`src/rtl/core/cc20_pkg.sv`:
```
`default_nettype none
package cc20_pkg;

  typedef logic [31:0] word_t;

  // block input words, constants first
  typedef logic [15:0][31:0] block_t;

  // "expand 32-byte k" and "expand 16-byte k"
  localparam word_t SIGMA_LONG [4] = '{32'h61707865, 32'h3320646e, 32'h79622d32, 32'h6b206574};
  localparam word_t SIGMA_SHORT[4] = '{32'h61707865, 32'h3120646e, 32'h79622d36, 32'h6b206574};

  // configuration register indexes
  localparam logic [2:0] REG_KEY01   = 3'd0;
  localparam logic [2:0] REG_KEY23   = 3'd1;
  localparam logic [2:0] REG_KEY45   = 3'd2;
  localparam logic [2:0] REG_KEY67   = 3'd3;
  localparam logic [2:0] REG_SHORT   = 3'd4;
  localparam logic [2:0] REG_COUNTER = 3'd5;
  localparam logic [2:0] REG_NONCE12 = 3'd6;
  localparam logic [2:0] REG_NONCE3  = 3'd7;

  // keystream memory write from the round engine
  typedef struct packed {
    logic       we;
    logic [3:0] addr;
    word_t      data;
  } ks_wr_t;

  // word addresses {a, b, c, d} of one quarter round
  function automatic logic [15:0] qr_index(input logic diag, input logic [1:0] q);
    logic [1:0] b, c, d;
    b = diag ? q + 2'd1 : q;
    c = diag ? q + 2'd2 : q;
    d = diag ? q + 2'd3 : q;
    return {2'b00, q, 2'b01, b, 2'b10, c, 2'b11, d};
  endfunction

endpackage
`default_nettype wire

```
`src/rtl/core/cc20_in_if.sv`:
```
`default_nettype none
interface cc20_in_if;
  logic       valid;
  logic       ready;
  logic [7:0] data_byte;
  logic       restart;
  modport source (output valid, data_byte, restart, input ready);
  modport sink   (input valid, data_byte, restart, output ready);
endinterface
`default_nettype wire

```
`src/rtl/core/cc20_out_if.sv`:
```
`default_nettype none
interface cc20_out_if;
  logic       valid;
  logic       ready;
  logic [7:0] out_byte;
  modport source (output valid, out_byte, input ready);
  modport sink   (input valid, out_byte, output ready);
endinterface
`default_nettype wire

```
`src/rtl/core/cc20_rounds.sv`:
```
`default_nettype none
module cc20_rounds #(
  parameter int ROUND_COUNT = 20
) (
  input  wire logic            clk,
  input  wire logic            rst_n,
  input  wire logic            start,
  input  wire cc20_pkg::block_t init_words,
  output logic                 done,
  output cc20_pkg::ks_wr_t     ks_wr
);
  import cc20_pkg::*;

  localparam int RW = (ROUND_COUNT > 1) ? $clog2(ROUND_COUNT) : 1;

  typedef enum logic [3:0] {
    C_IDLE, C_INIT, C_RAB, C_RCD, C_CAP, C_STEP,
    C_WA, C_WB, C_WC, C_WD, C_FRD, C_FWR
  } cstate_t;

  cstate_t     state_r;
  logic [3:0]  idx_r;
  logic [1:0]  q_r;
  logic [2:0]  step_r;
  logic [RW-1:0] rnd_r;
  word_t       va_r, vb_r, vc_r, vd_r;

  // working word memory, two read ports, one write port
  word_t       work_mem [16];
  word_t       rd0_r, rd1_r;
  logic [3:0]  ra0, ra1, wa;
  logic        we;
  word_t       wd;
  logic [15:0] qi;
  logic [3:0]  ia, ib, ic, id;

  assign qi = qr_index(rnd_r[0], q_r);
  assign ia = qi[15:12];
  assign ib = qi[11:8];
  assign ic = qi[7:4];
  assign id = qi[3:0];

  // memory address and write selection
  always_comb begin
    ra0 = idx_r;
    ra1 = ib;
    we  = 1'b0;
    wa  = idx_r;
    wd  = init_words[idx_r];
    unique case (state_r)
      C_INIT: we = 1'b1;
      C_RAB: begin
        ra0 = ia;
        ra1 = ib;
      end
      C_RCD: begin
        ra0 = ic;
        ra1 = id;
      end
      C_WA: begin
        we = 1'b1; wa = ia; wd = va_r;
      end
      C_WB: begin
        we = 1'b1; wa = ib; wd = vb_r;
      end
      C_WC: begin
        we = 1'b1; wa = ic; wd = vc_r;
      end
      C_WD: begin
        we = 1'b1; wa = id; wd = vd_r;
      end
      default: ;
    endcase
  end

  always_ff @(posedge clk) begin
    if (we) begin
      work_mem[wa] <= wd;
    end
    rd0_r <= work_mem[ra0];
    rd1_r <= work_mem[ra1];
  end

  // feed-forward write into the keystream memory
  always_comb begin
    ks_wr.we   = (state_r == C_FWR);
    ks_wr.addr = idx_r;
    ks_wr.data = rd0_r + init_words[idx_r];
  end
  assign done = (state_r == C_FWR) && (idx_r == 4'd15);

  // sequencer
  always_ff @(posedge clk) begin
    if (!rst_n) begin
      state_r <= C_IDLE;
      idx_r   <= '0;
      q_r     <= '0;
      step_r  <= '0;
      rnd_r   <= '0;
    end else begin
      unique case (state_r)
        C_IDLE: begin
          if (start) begin
            state_r <= C_INIT;
            idx_r   <= '0;
          end
        end
        C_INIT: begin
          idx_r <= idx_r + 4'd1;
          if (idx_r == 4'd15) begin
            state_r <= C_RAB;
            q_r     <= '0;
            rnd_r   <= '0;
          end
        end
        C_RAB: state_r <= C_RCD;
        C_RCD: begin
          va_r    <= rd0_r;
          vb_r    <= rd1_r;
          state_r <= C_CAP;
        end
        C_CAP: begin
          vc_r    <= rd0_r;
          vd_r    <= rd1_r;
          step_r  <= '0;
          state_r <= C_STEP;
        end
        C_STEP: begin
          // one add or one xor-rotate per cycle
          unique case (step_r)
            3'd0, 3'd4: va_r <= va_r + vb_r;
            3'd1: vd_r <= {vd_r[15:0] ^ va_r[15:0], vd_r[31:16] ^ va_r[31:16]};
            3'd2, 3'd6: vc_r <= vc_r + vd_r;
            3'd3: vb_r <= {vb_r[19:0] ^ vc_r[19:0], vb_r[31:20] ^ vc_r[31:20]};
            3'd5: vd_r <= {vd_r[23:0] ^ va_r[23:0], vd_r[31:24] ^ va_r[31:24]};
            3'd7: vb_r <= {vb_r[24:0] ^ vc_r[24:0], vb_r[31:25] ^ vc_r[31:25]};
            default: ;
          endcase
          step_r <= step_r + 3'd1;
          if (step_r == 3'd7) begin
            state_r <= C_WA;
          end
        end
        C_WA: state_r <= C_WB;
        C_WB: state_r <= C_WC;
        C_WC: state_r <= C_WD;
        C_WD: begin
          q_r <= q_r + 2'd1;
          if (q_r == 2'd3) begin
            if (rnd_r == RW'(ROUND_COUNT - 1)) begin
              state_r <= C_FRD;
              idx_r   <= '0;
            end else begin
              rnd_r   <= rnd_r + RW'(1);
              state_r <= C_RAB;
            end
          end else begin
            state_r <= C_RAB;
          end
        end
        C_FRD: state_r <= C_FWR;
        C_FWR: begin
          idx_r <= idx_r + 4'd1;
          state_r <= (idx_r == 4'd15) ? C_IDLE : C_FRD;
        end
        default: state_r <= C_IDLE;
      endcase
    end
  end

endmodule
`default_nettype wire

```
`src/rtl/core/chacha20_keystream_cipher.sv`:
```
`default_nettype none
// channel   dir  request fields           handshake
// in_ch     in   data_byte[8], restart[1]  valid/ready
// out_ch    out  out_byte[8]               valid/ready
// cfg_*     in   cfg_idx[3], cfg_wdata[64] cfg_we, no wait
//
// a byte passes T_IDLE, T_READ and T_OUT when the block is at hand; one byte
// is in flight at a time. every 64th byte or restart adds a block build: start
// handoff, 16 loads, per quarter round on the shared word memory paired reads,
// eight add or xor-rotate steps and four writes, then feed-forward of each word.
// synchronous active-low reset clears control, counter and position.
// a stalled result holds the next byte in T_OUT; input waits until it drains.
module chacha20_keystream_cipher #(
  parameter int ROUND_COUNT = 20
) (
  input  wire logic        clk,
  input  wire logic        rst_n,
  cc20_in_if.sink          in_ch,
  cc20_out_if.source       out_ch,
  input  wire logic        cfg_we,
  input  wire logic [2:0]  cfg_idx,
  input  wire logic [63:0] cfg_wdata
);
  import cc20_pkg::*;

  typedef enum logic [1:0] {T_IDLE, T_BUILD, T_READ, T_OUT} tstate_t;

  logic [63:0] key01_r, key23_r, key45_r, key67_r, nonce12_r;
  logic        short_r;
  word_t       ctr_init_r, nonce3_r;

  tstate_t     state_r;
  word_t       ctr_r;
  logic [5:0]  pos_r;
  logic [7:0]  data_r;
  logic        start_r;
  logic        out_valid_r;
  logic [7:0]  out_byte_r;

  block_t      init_words;
  logic        done;
  ks_wr_t      ks_wr;
  word_t       ks_mem [16];
  word_t       ks_rd_r;
  logic [5:0]  pos_nxt;
  word_t       ctr_nxt;
  word_t       ks_shift;

  // configuration registers
  always_ff @(posedge clk) begin
    if (!rst_n) begin
      key01_r <= '0; key23_r <= '0; key45_r <= '0; key67_r <= '0;
      short_r <= 1'b0; ctr_init_r <= '0; nonce12_r <= '0; nonce3_r <= '0;
    end else if (cfg_we) begin
      unique case (cfg_idx)
        REG_KEY01:   key01_r    <= cfg_wdata;
        REG_KEY23:   key23_r    <= cfg_wdata;
        REG_KEY45:   key45_r    <= cfg_wdata;
        REG_KEY67:   key67_r    <= cfg_wdata;
        REG_SHORT:   short_r    <= cfg_wdata[0];
        REG_COUNTER: ctr_init_r <= cfg_wdata[31:0];
        REG_NONCE12: nonce12_r  <= cfg_wdata;
        REG_NONCE3:  nonce3_r   <= cfg_wdata[31:0];
        default: ;
      endcase
    end
  end

  // block input words
  always_comb begin
    for (int i = 0; i < 4; i++) begin
      init_words[i] = short_r ? SIGMA_SHORT[i] : SIGMA_LONG[i];
    end
    init_words[4]  = key01_r[31:0];
    init_words[5]  = key01_r[63:32];
    init_words[6]  = key23_r[31:0];
    init_words[7]  = key23_r[63:32];
    init_words[8]  = short_r ? key01_r[31:0]  : key45_r[31:0];
    init_words[9]  = short_r ? key01_r[63:32] : key45_r[63:32];
    init_words[10] = short_r ? key23_r[31:0]  : key67_r[31:0];
    init_words[11] = short_r ? key23_r[63:32] : key67_r[63:32];
    init_words[12] = ctr_r;
    init_words[13] = nonce12_r[31:0];
    init_words[14] = nonce12_r[63:32];
    init_words[15] = nonce3_r;
  end

  cc20_rounds #(.ROUND_COUNT(ROUND_COUNT)) u_rounds (
    .clk        (clk),
    .rst_n      (rst_n),
    .start      (start_r),
    .init_words (init_words),
    .done       (done),
    .ks_wr      (ks_wr)
  );

  // keystream block memory
  always_ff @(posedge clk) begin
    if (ks_wr.we) begin
      ks_mem[ks_wr.addr] <= ks_wr.data;
    end
    ks_rd_r <= ks_mem[pos_r[5:2]];
  end

  assign in_ch.ready     = (state_r == T_IDLE);
  assign out_ch.valid    = out_valid_r;
  assign out_ch.out_byte = out_byte_r;

  assign pos_nxt  = in_ch.restart ? 6'd0 : pos_r;
  assign ctr_nxt  = in_ch.restart ? ctr_init_r : ctr_r;
  assign ks_shift = ks_rd_r >> {pos_r[1:0], 3'b000};

  // byte sequencer and result register
  always_ff @(posedge clk) begin
    if (!rst_n) begin
      state_r     <= T_IDLE;
      ctr_r       <= '0;
      pos_r       <= '0;
      start_r     <= 1'b0;
      out_valid_r <= 1'b0;
    end else begin
      start_r <= 1'b0;
      // result taken while no new one is being loaded
      if (out_valid_r && out_ch.ready && state_r != T_OUT) begin
        out_valid_r <= 1'b0;
      end
      unique case (state_r)
        T_IDLE: begin
          if (in_ch.valid) begin
            data_r <= in_ch.data_byte;
            pos_r  <= pos_nxt;
            ctr_r  <= ctr_nxt;
            if (pos_nxt == 6'd0) begin
              start_r <= 1'b1;
              state_r <= T_BUILD;
            end else begin
              state_r <= T_READ;
            end
          end
        end
        T_BUILD: begin
          if (done) begin
            ctr_r   <= ctr_r + 32'd1;
            state_r <= T_READ;
          end
        end
        T_READ: state_r <= T_OUT;
        T_OUT: begin
          if (!out_valid_r || out_ch.ready) begin
            out_byte_r  <= data_r ^ ks_shift[7:0];
            out_valid_r <= 1'b1;
            pos_r       <= pos_r + 6'd1;
            state_r     <= T_IDLE;
          end
        end
        default: state_r <= T_IDLE;
      endcase
    end
  end

endmodule
`default_nettype wire
```
`src/flat_wrapper.sv`:
```
// flat-port wrapper written by rule: the top's interface ports become plain ports
module chacha20_keystream_cipher_flat import cc20_pkg::*;
#(
  parameter int ROUND_COUNT = 20
)
  (clk, rst_n, cfg_we, cfg_idx, cfg_wdata, in_ch_valid, in_ch_data_byte, in_ch_restart, in_ch_ready, out_ch_valid, out_ch_out_byte, out_ch_ready);
  cc20_in_if in_ch_i ();
  cc20_out_if out_ch_i ();
  input  wire logic clk;
  input  wire logic rst_n;
  input  wire logic cfg_we;
  input  wire logic [2:0] cfg_idx;
  input  wire logic [63:0] cfg_wdata;
  input wire logic [$bits(in_ch_i.valid)-1:0] in_ch_valid;
  input wire logic [$bits(in_ch_i.data_byte)-1:0] in_ch_data_byte;
  input wire logic [$bits(in_ch_i.restart)-1:0] in_ch_restart;
  output wire logic [$bits(in_ch_i.ready)-1:0] in_ch_ready;
  output wire logic [$bits(out_ch_i.valid)-1:0] out_ch_valid;
  output wire logic [$bits(out_ch_i.out_byte)-1:0] out_ch_out_byte;
  input wire logic [$bits(out_ch_i.ready)-1:0] out_ch_ready;
  assign in_ch_i.valid = in_ch_valid;
  assign in_ch_i.data_byte = in_ch_data_byte;
  assign in_ch_i.restart = in_ch_restart;
  assign in_ch_ready = in_ch_i.ready;
  assign out_ch_valid = out_ch_i.valid;
  assign out_ch_out_byte = out_ch_i.out_byte;
  assign out_ch_i.ready = out_ch_ready;
  chacha20_keystream_cipher #(.ROUND_COUNT(ROUND_COUNT)) u_core (.clk(clk), .rst_n(rst_n), .in_ch(in_ch_i), .out_ch(out_ch_i), .cfg_we(cfg_we), .cfg_idx(cfg_idx), .cfg_wdata(cfg_wdata));
endmodule
```
`config.mk`:
```
export PLATFORM = sky130hd
export DESIGN_NAME = chacha20_keystream_cipher_flat
export DESIGN_NICKNAME = d
export VERILOG_FILES = /design/src/rtl/core/cc20_pkg.sv /design/src/rtl/core/cc20_in_if.sv /design/src/rtl/core/cc20_out_if.sv /design/src/rtl/core/cc20_rounds.sv /design/src/rtl/core/chacha20_keystream_cipher.sv /design/src/flat_wrapper.sv
export SDC_FILE = /design/constraint.sdc
export NUM_CORES = 2
export LEC_CHECK = 0
export ABC_AREA = 1
export ABC_CLOCK_PERIOD_IN_PS = 9900
export BUFFER_PORTS_ARGS = -buffer_cell sky130_fd_sc_hd__buf_2
export CAP_MARGIN = 20
export CORE_UTILIZATION = 40
export CTS_BUF_LIST = sky130_fd_sc_hd__clkbuf_8
export DETAILED_ROUTE_END_ITERATION = 10
export MAX_ROUTING_LAYER = met4
export PLACE_DENSITY = 0.64
export SYNTH_ARGS = -nofsm -noshare
export SYNTH_HDL_FRONTEND = slang
export SYNTH_SLANG_ARGS = --single-unit
```
`constraint.sdc`:
```
create_clock -name clk -period 9.9 [get_ports clk]
set_clock_uncertainty 0.15 [all_clocks]
set_input_delay 1.485 -clock clk [delete_from_list [all_inputs] [get_ports clk]]
set_output_delay 1.485 -clock clk [all_outputs]
set_load 0.005 [all_outputs]
```
# After elaboration in Yosys (flattened, before gate mapping)

Memory sizes are Yosys's and may differ from the RTL's. A register that Yosys moved wholly into a read port is not among the register bits.
Cells that the tools add are included.
Widths: inputs -> output; s select.

Word-level logic and storage cells: 198
Output and inout port bits: 10
Memories kept: 2
Input bits: 81
Flip-flop bits (word level): 589
Memory bits (writable): 1024

Memories:

| memory                   | depth | bits a word | read ports | clocked after memory_dff | write ports | RTL line                        | source |
|---|---|---|---|---|---|---|---|
| u_core.ks_mem            | 16    | 32          | 1          | 1                        | 1           | chacha20_keystream_cipher.sv:43 | `word_t ks_mem [16];` |
| u_core.u_rounds.work_mem | 16    | 32          | 2          | 2                        | 1           | cc20_rounds.sv:29               | `word_t work_mem [16];` |

Bitwise gates (word level): 9
Reductions and logical operators: 41
Mux-type cells: 63
Shifts and indexed selects: 1
$lt $le $gt $ge: 1
Add/subtract/negate cells: 11
Equality and inequality tests: 46

Operators with widths:

| kind                  | number |
|---|---|
| $pmux 32 s2           | 7 |
| $mux 32               | 10 |
| $bmux 32 s4           | 1 |
| $pmux 32 s4           | 1 |
| $add 32x32->32        | 3 |
| $pmux 4 s12           | 1 |
| $mux 4                | 10 |
| $add 32x1->32 const B | 1 |
| $shr 32x5->8          | 1 |
| $xor 16x16->16        | 2 |
| $reduce_and 3->1      | 9 |
| $mux 26               | 1 |
| $xor 25x25->25        | 1 |
| $eq 3x3->1 const B    | 8 |
| $xor 24x24->24        | 1 |
| $eq 4x4->1 const B    | 5 |
| $xor 20x20->20        | 1 |
| $mux 6                | 3 |
| $reduce_and 2->1      | 9 |
| $eq 4x3->1 const B    | 4 |
| $mux 2                | 8 |
| $ne 2x2->1 const B    | 8 |
| $pmux 4 s4            | 1 |
| $xor 8x8->8           | 2 |
| 41 further kinds      | 74 |

# Logic depth before layout (Yosys ltp)

Depth after elaboration: 5
Mapped depth: 23
Mapped depth without buffers: 20

# Hierarchy

From an unflattened synthesis, not the netlist that was laid out.

Cell total of the unflattened synthesis: 9863
Area, all modules: 83067.2 µm²

By module, submodules not included:

| module                    | sequential area each (µm²) | instances | cells an instance | area each (µm²) |
|---|---|---|---|---|
| cc20_rounds               | 20860.0                    | 1         | 5699              | 43978.4 |
| chacha20_keystream_cipher | 25044.0                    | 1         | 4164              | 39088.7 |

# Least setup slack after synthesis

OpenSTA, ideal clock, no wires.

Kind: register to register
Start point: register u_core.u_rounds.idx_r[2]
End point: memory u_core.ks_mem[7][0] (netlist bit) (enable)
Cell stages (with the launch flop): 7
Path buffers: 2
Setup slack: 5.897 ns
Data arrival time: 3.392 ns
Clock period less this slack: 4.003 ns
Cell sequence: dfxtp_1 > buf_2 > inv_1 > nor2_1 > clkbuf_1 > inv_1 > nor3_1

RTL lines:

| what                   | RTL line                        | source |
|---|---|---|
| from (decl)            | cc20_rounds.sv:22               | `logic [3:0] idx_r;` |
| from (signal assigned) | cc20_rounds.sv:109              | `idx_r <= idx_r + 4'd1;` |
| from (signal assigned) | cc20_rounds.sv:163              | `idx_r <= idx_r + 4'd1;` |
| to (decl)              | chacha20_keystream_cipher.sv:43 |  |

Straight into the memory's write port.

==> results by group <==
Drt
  – DRT iter0 DRCs: 8252
  – ANT nets after route: 0
  – Vias/cell: 5.51
  – Average wire per standard cell: 22.8 µm
  – Vias: between 60000 and 70000
  – Total iterations of the first detailed-routing run: 9
  – Final WL: 286000 µm
  – Post-route DRC violation count: 0

STA
  – Max-slew violation count: 0
  – Setup TNS: 0 ns
  – RSZ-0062 raised after global routing: false
  – Min Tclk post-route: about 6.2 ns
  – Least-Margin Pin Slew: 1.18 ns
  – Max Clk Rate: between 0.15 and 0.2 GHz
  – Final WS setup: ~3.7 ns
  – Final Hold Violating Endpoints: 0
  – Finish-stage setup viols: 0
  – Slew headroom: 21.5%
  – Tcrit/Tclk final: between 60% and 70%

Yosys
  – Yosys reg bits: 1709
  – Syn Area/Cell: 8.49 µm²
  – Unique masters post-synth: 49
  – Syn Nets: ~10000
  – Async set-reset flop share out of synthesis: 0%
  – Synth warn: 0
  – Number of flops mapped to enable cells by yosys: 1168
  – Mapped Cells: 9600
  – Seq/Total Area, Yosys: 56.3%
  – Synth Flop Type: edfxtp_1
  – Mapped cell area: 0.0815 mm²

Global routing
  – Overflow after GRT: 0
  – GRT Util Overall: between 20 and 30%
  – Largest net degree at the start of global routing: 266
  – Initial antenna violation count: 18
  – Vias in the first global route: 64400
  – First-pass GRT wire length: roughly 420000 µm

Setup path
  – Crit end category: flop
  – Worst R2R Start: u_core.short_r
  – Worst Path Arrival: ~6.8 ns
  – Worst EP required: 10.42 ns
  – Critical path launch point type: flop
  – R2r endpoint: u_core.ks_mem[7][12]
  – Setup Crit Path Kind: reg -> reg
  – Worst-path maximum fanout: 18
  – Worst R2R Path Depth: 17
  – Worst reg-to-reg setup slack: ~3.7 ns

Clock tree
  – CTS buffer count: between 300 and 400
  – Clock sink total: 1709
  – Root Buffer: clkbuf_8
  – CTS max path bufs: 4
  – H-tree depth: 5
  – Setup Buffers After CTS: 0
  – CTS tree: yes
  – Gates resized, CTS repair: 0
  – CTS clk-pin slew, worst paths: approximately 0.060 ns
  – Worst skew pair latency: 1.07 ns
  – CTS Hold Buffers Added: 0

Die
  – Die Y: 453 µm
  – Chip Width: 453 µm
  – CORE AREA: 0.202 mm²
  – Die ar.: slightly above 0.2 mm²
  – Initial Utilization: between 40% and 50%
  – Floorplan row count: 165
  – Top Ports: 91

Worst hold path
  – Hold Path Sink: u_core.key01_r[63]
  – Hold path cells: 2
  – Hold path start: u_core.key01_r[63]
  – HP Class: reg -> reg

Power and ir drop
  – Max VDD drop: ~0.16 mV
  – PD cells: roughly 220 mW/mm²
  – Leak Pwr: around 0.037 µW

Placement
  – Worst slack, placed: 3.72 ns
  – GPL Wtd Cong: 1.02
  – # port buffers: 90
  – DP Wirelength: 176000 µm

Finish
  – Fraction of layout cells with a size suffix above 1: 7.19%
  – Fin nets: around 9800
  – Synth-to-layout area growth: 10.8%

Run
  – Number of max-cap violations: 0

Run status
  – Status: complete, no violations
## worst max-delay path by stage
stage | slack [ns] | cells after the start | from | to
floorplan | 5.90 | 6 | u_core.u_rounds.idx_r[2] | u_core.ks_mem[7][0]
global placement | 3.72 | 19 | u_core.short_r | u_core.ks_mem[2][18]
detailed placement | 3.72 | 19 | u_core.short_r | u_core.ks_mem[1][18]
CTS | 3.71 | 19 | u_core.short_r | u_core.ks_mem[5][18]
global route | 3.28 | 17 | u_core.short_r | u_core.ks_mem[14][14]
finish | 3.67 | 17 | u_core.short_r | u_core.ks_mem[7][12]
## Yosys cell counts, types with 5 or more instances
master    number  area share [%]
a211oi_1       5           0.046
a21boi_0       6           0.055
a21o_1         7           0.064
a21oi_1      230             1.4
a221oi_1      32            0.34
a31oi_1       34            0.26
and2_1         5           0.038
buf_1         32            0.15
buf_2        124            0.76
buf_4         16            0.15
buf_6         13            0.18
clkbuf_1     341             1.6
dfxtp_1      541              13
edfxtp_1    1168              43
ha_1         114             1.8
inv_1        794             3.7
inv_2         12           0.055
mux2i_1       32            0.39
nand2_1     2373              11
nand3_1      529             3.2
nand3b_1       5           0.046
nand4_1       19            0.15
nor2_1      1515             7.0
nor3_1        36            0.22
o211ai_1      71            0.65
o21ai_0     1126             6.9
o21ai_1      109            0.67
o21bai_1       8           0.074
o221ai_1      53            0.57
o22ai_1      111            0.85
xnor2_1       70            0.75
xor2_1        34            0.37
## through the flow
stage / area, µm² / std cells / hold WS [ns] / total power, µW / util [%]
final: 90300 / 12500 / 0.306 / 19900 / 44.6
after global routing: 90300 / 12500 / 0.314 / 20700 / 44.6
after CTS: 90100 / 12500 / 0.302 / 19800 / 44.5
after detailed placement: 84200 / 11900 / 0.295 / 13400 / 41.6
after global placement: 84200 / 11900 / 0.287 / 13300 / 41.6
after floorplan: 81500 / 9600 / 0.274 / 11700 / -
## sequential cells by signal (all words and copies together) (netlist names), 64 cells and up
name / flops
u_core.ks_mem: 512
u_core.u_rounds.work_mem: 512
u_core.key01_r: 64
u_core.key23_r: 64
u_core.key45_r: 64
u_core.key67_r: 64
u_core.nonce12_r: 64
## metal layers
metal,track usage (%),vias to the layer above,part of all wire [%]
met3,5.31,726,9.4
met1,36.5,32800,41
met2,41.1,3501,43
met5,-,-,0
met4,15.4,0,5.8
li1,-,32000,-
## where the power goes
| part | total [µW] | internal (µW) | switching, µW |
|---|---|---|---|
| Combinational | 4290 | 1020 | 3260 |
| Clock | 6440 | 3450 | 2990 |
| Sequential | 9200 | 8790 | 415 |
## worst max-delay path, stage by stage, from the launching register on
cell      delay [ns]
dfxtp_1         0.81
clkinv_1        0.67
nand2_1         0.65
inv_1           0.33
nand3_1         0.16
nand2_1         0.08
a31oi_1         0.18
nand3_1         0.09
nand2_1         0.11
ha_1            0.18
inv_1           0.06
fa_1            0.43
o21ai_0         0.62
nand2_1         0.12
nand2b_1        0.20
nand2_1         0.07
nand2_1         0.11
xor2_1          0.83
## layout by cell type (no fill, tap or decap), types with 25 or more instances in the layout
cell	n
a21oi_1	230
a221oi_1	32
a31oi_1	34
buf_2	89
buf_4	108
clkbuf_8	366
clkinv_1	25
clkinv_2	35
dfxtp_1	536
edfxtp_1	1168
ha_1	113
inv_1	898
mux2i_1	32
nand2_1	2370
nand3_1	529
nor2_1	1476
nor2_4	38
nor3_1	33
o211ai_1	71
o21ai_0	1126
o21ai_1	109
o221ai_1	53
o22ai_1	111
xnor2_1	70
xor2_1	34
## cell type report
cell class	count	area (µm²)
fillers	19700	112000
flip-flops and latches	1709	45900
multi-input cells	6555	30600
clock buffers	366	5040
well taps	2672	3340
inverters	810	3050
repair buffers	209	1460
clock inverters	178	852
diodes	17	42.5
## cell families (layout without fill, tap and decap cells)
| kind of cell | after synthesis | after routing | synth area share, % |
|---|---|---|---|
| compound gates | 1803 | 1803 | 12.0 |
| xor+xnor | 104 | 104 | 1.12 |
| fa+ha+maj | 117 | 117 | 1.82 |
| buf+inv | 1336 | 1563 | 6.54 |
| flops | 1709 | 1709 | 56.3 |
| mux | 32 | 32 | 0.393 |
| other cells | 0 | 17 | 0 |
| simple gates | 4499 | 4499 | 21.8 |
(Power assumes the default switching activity.)
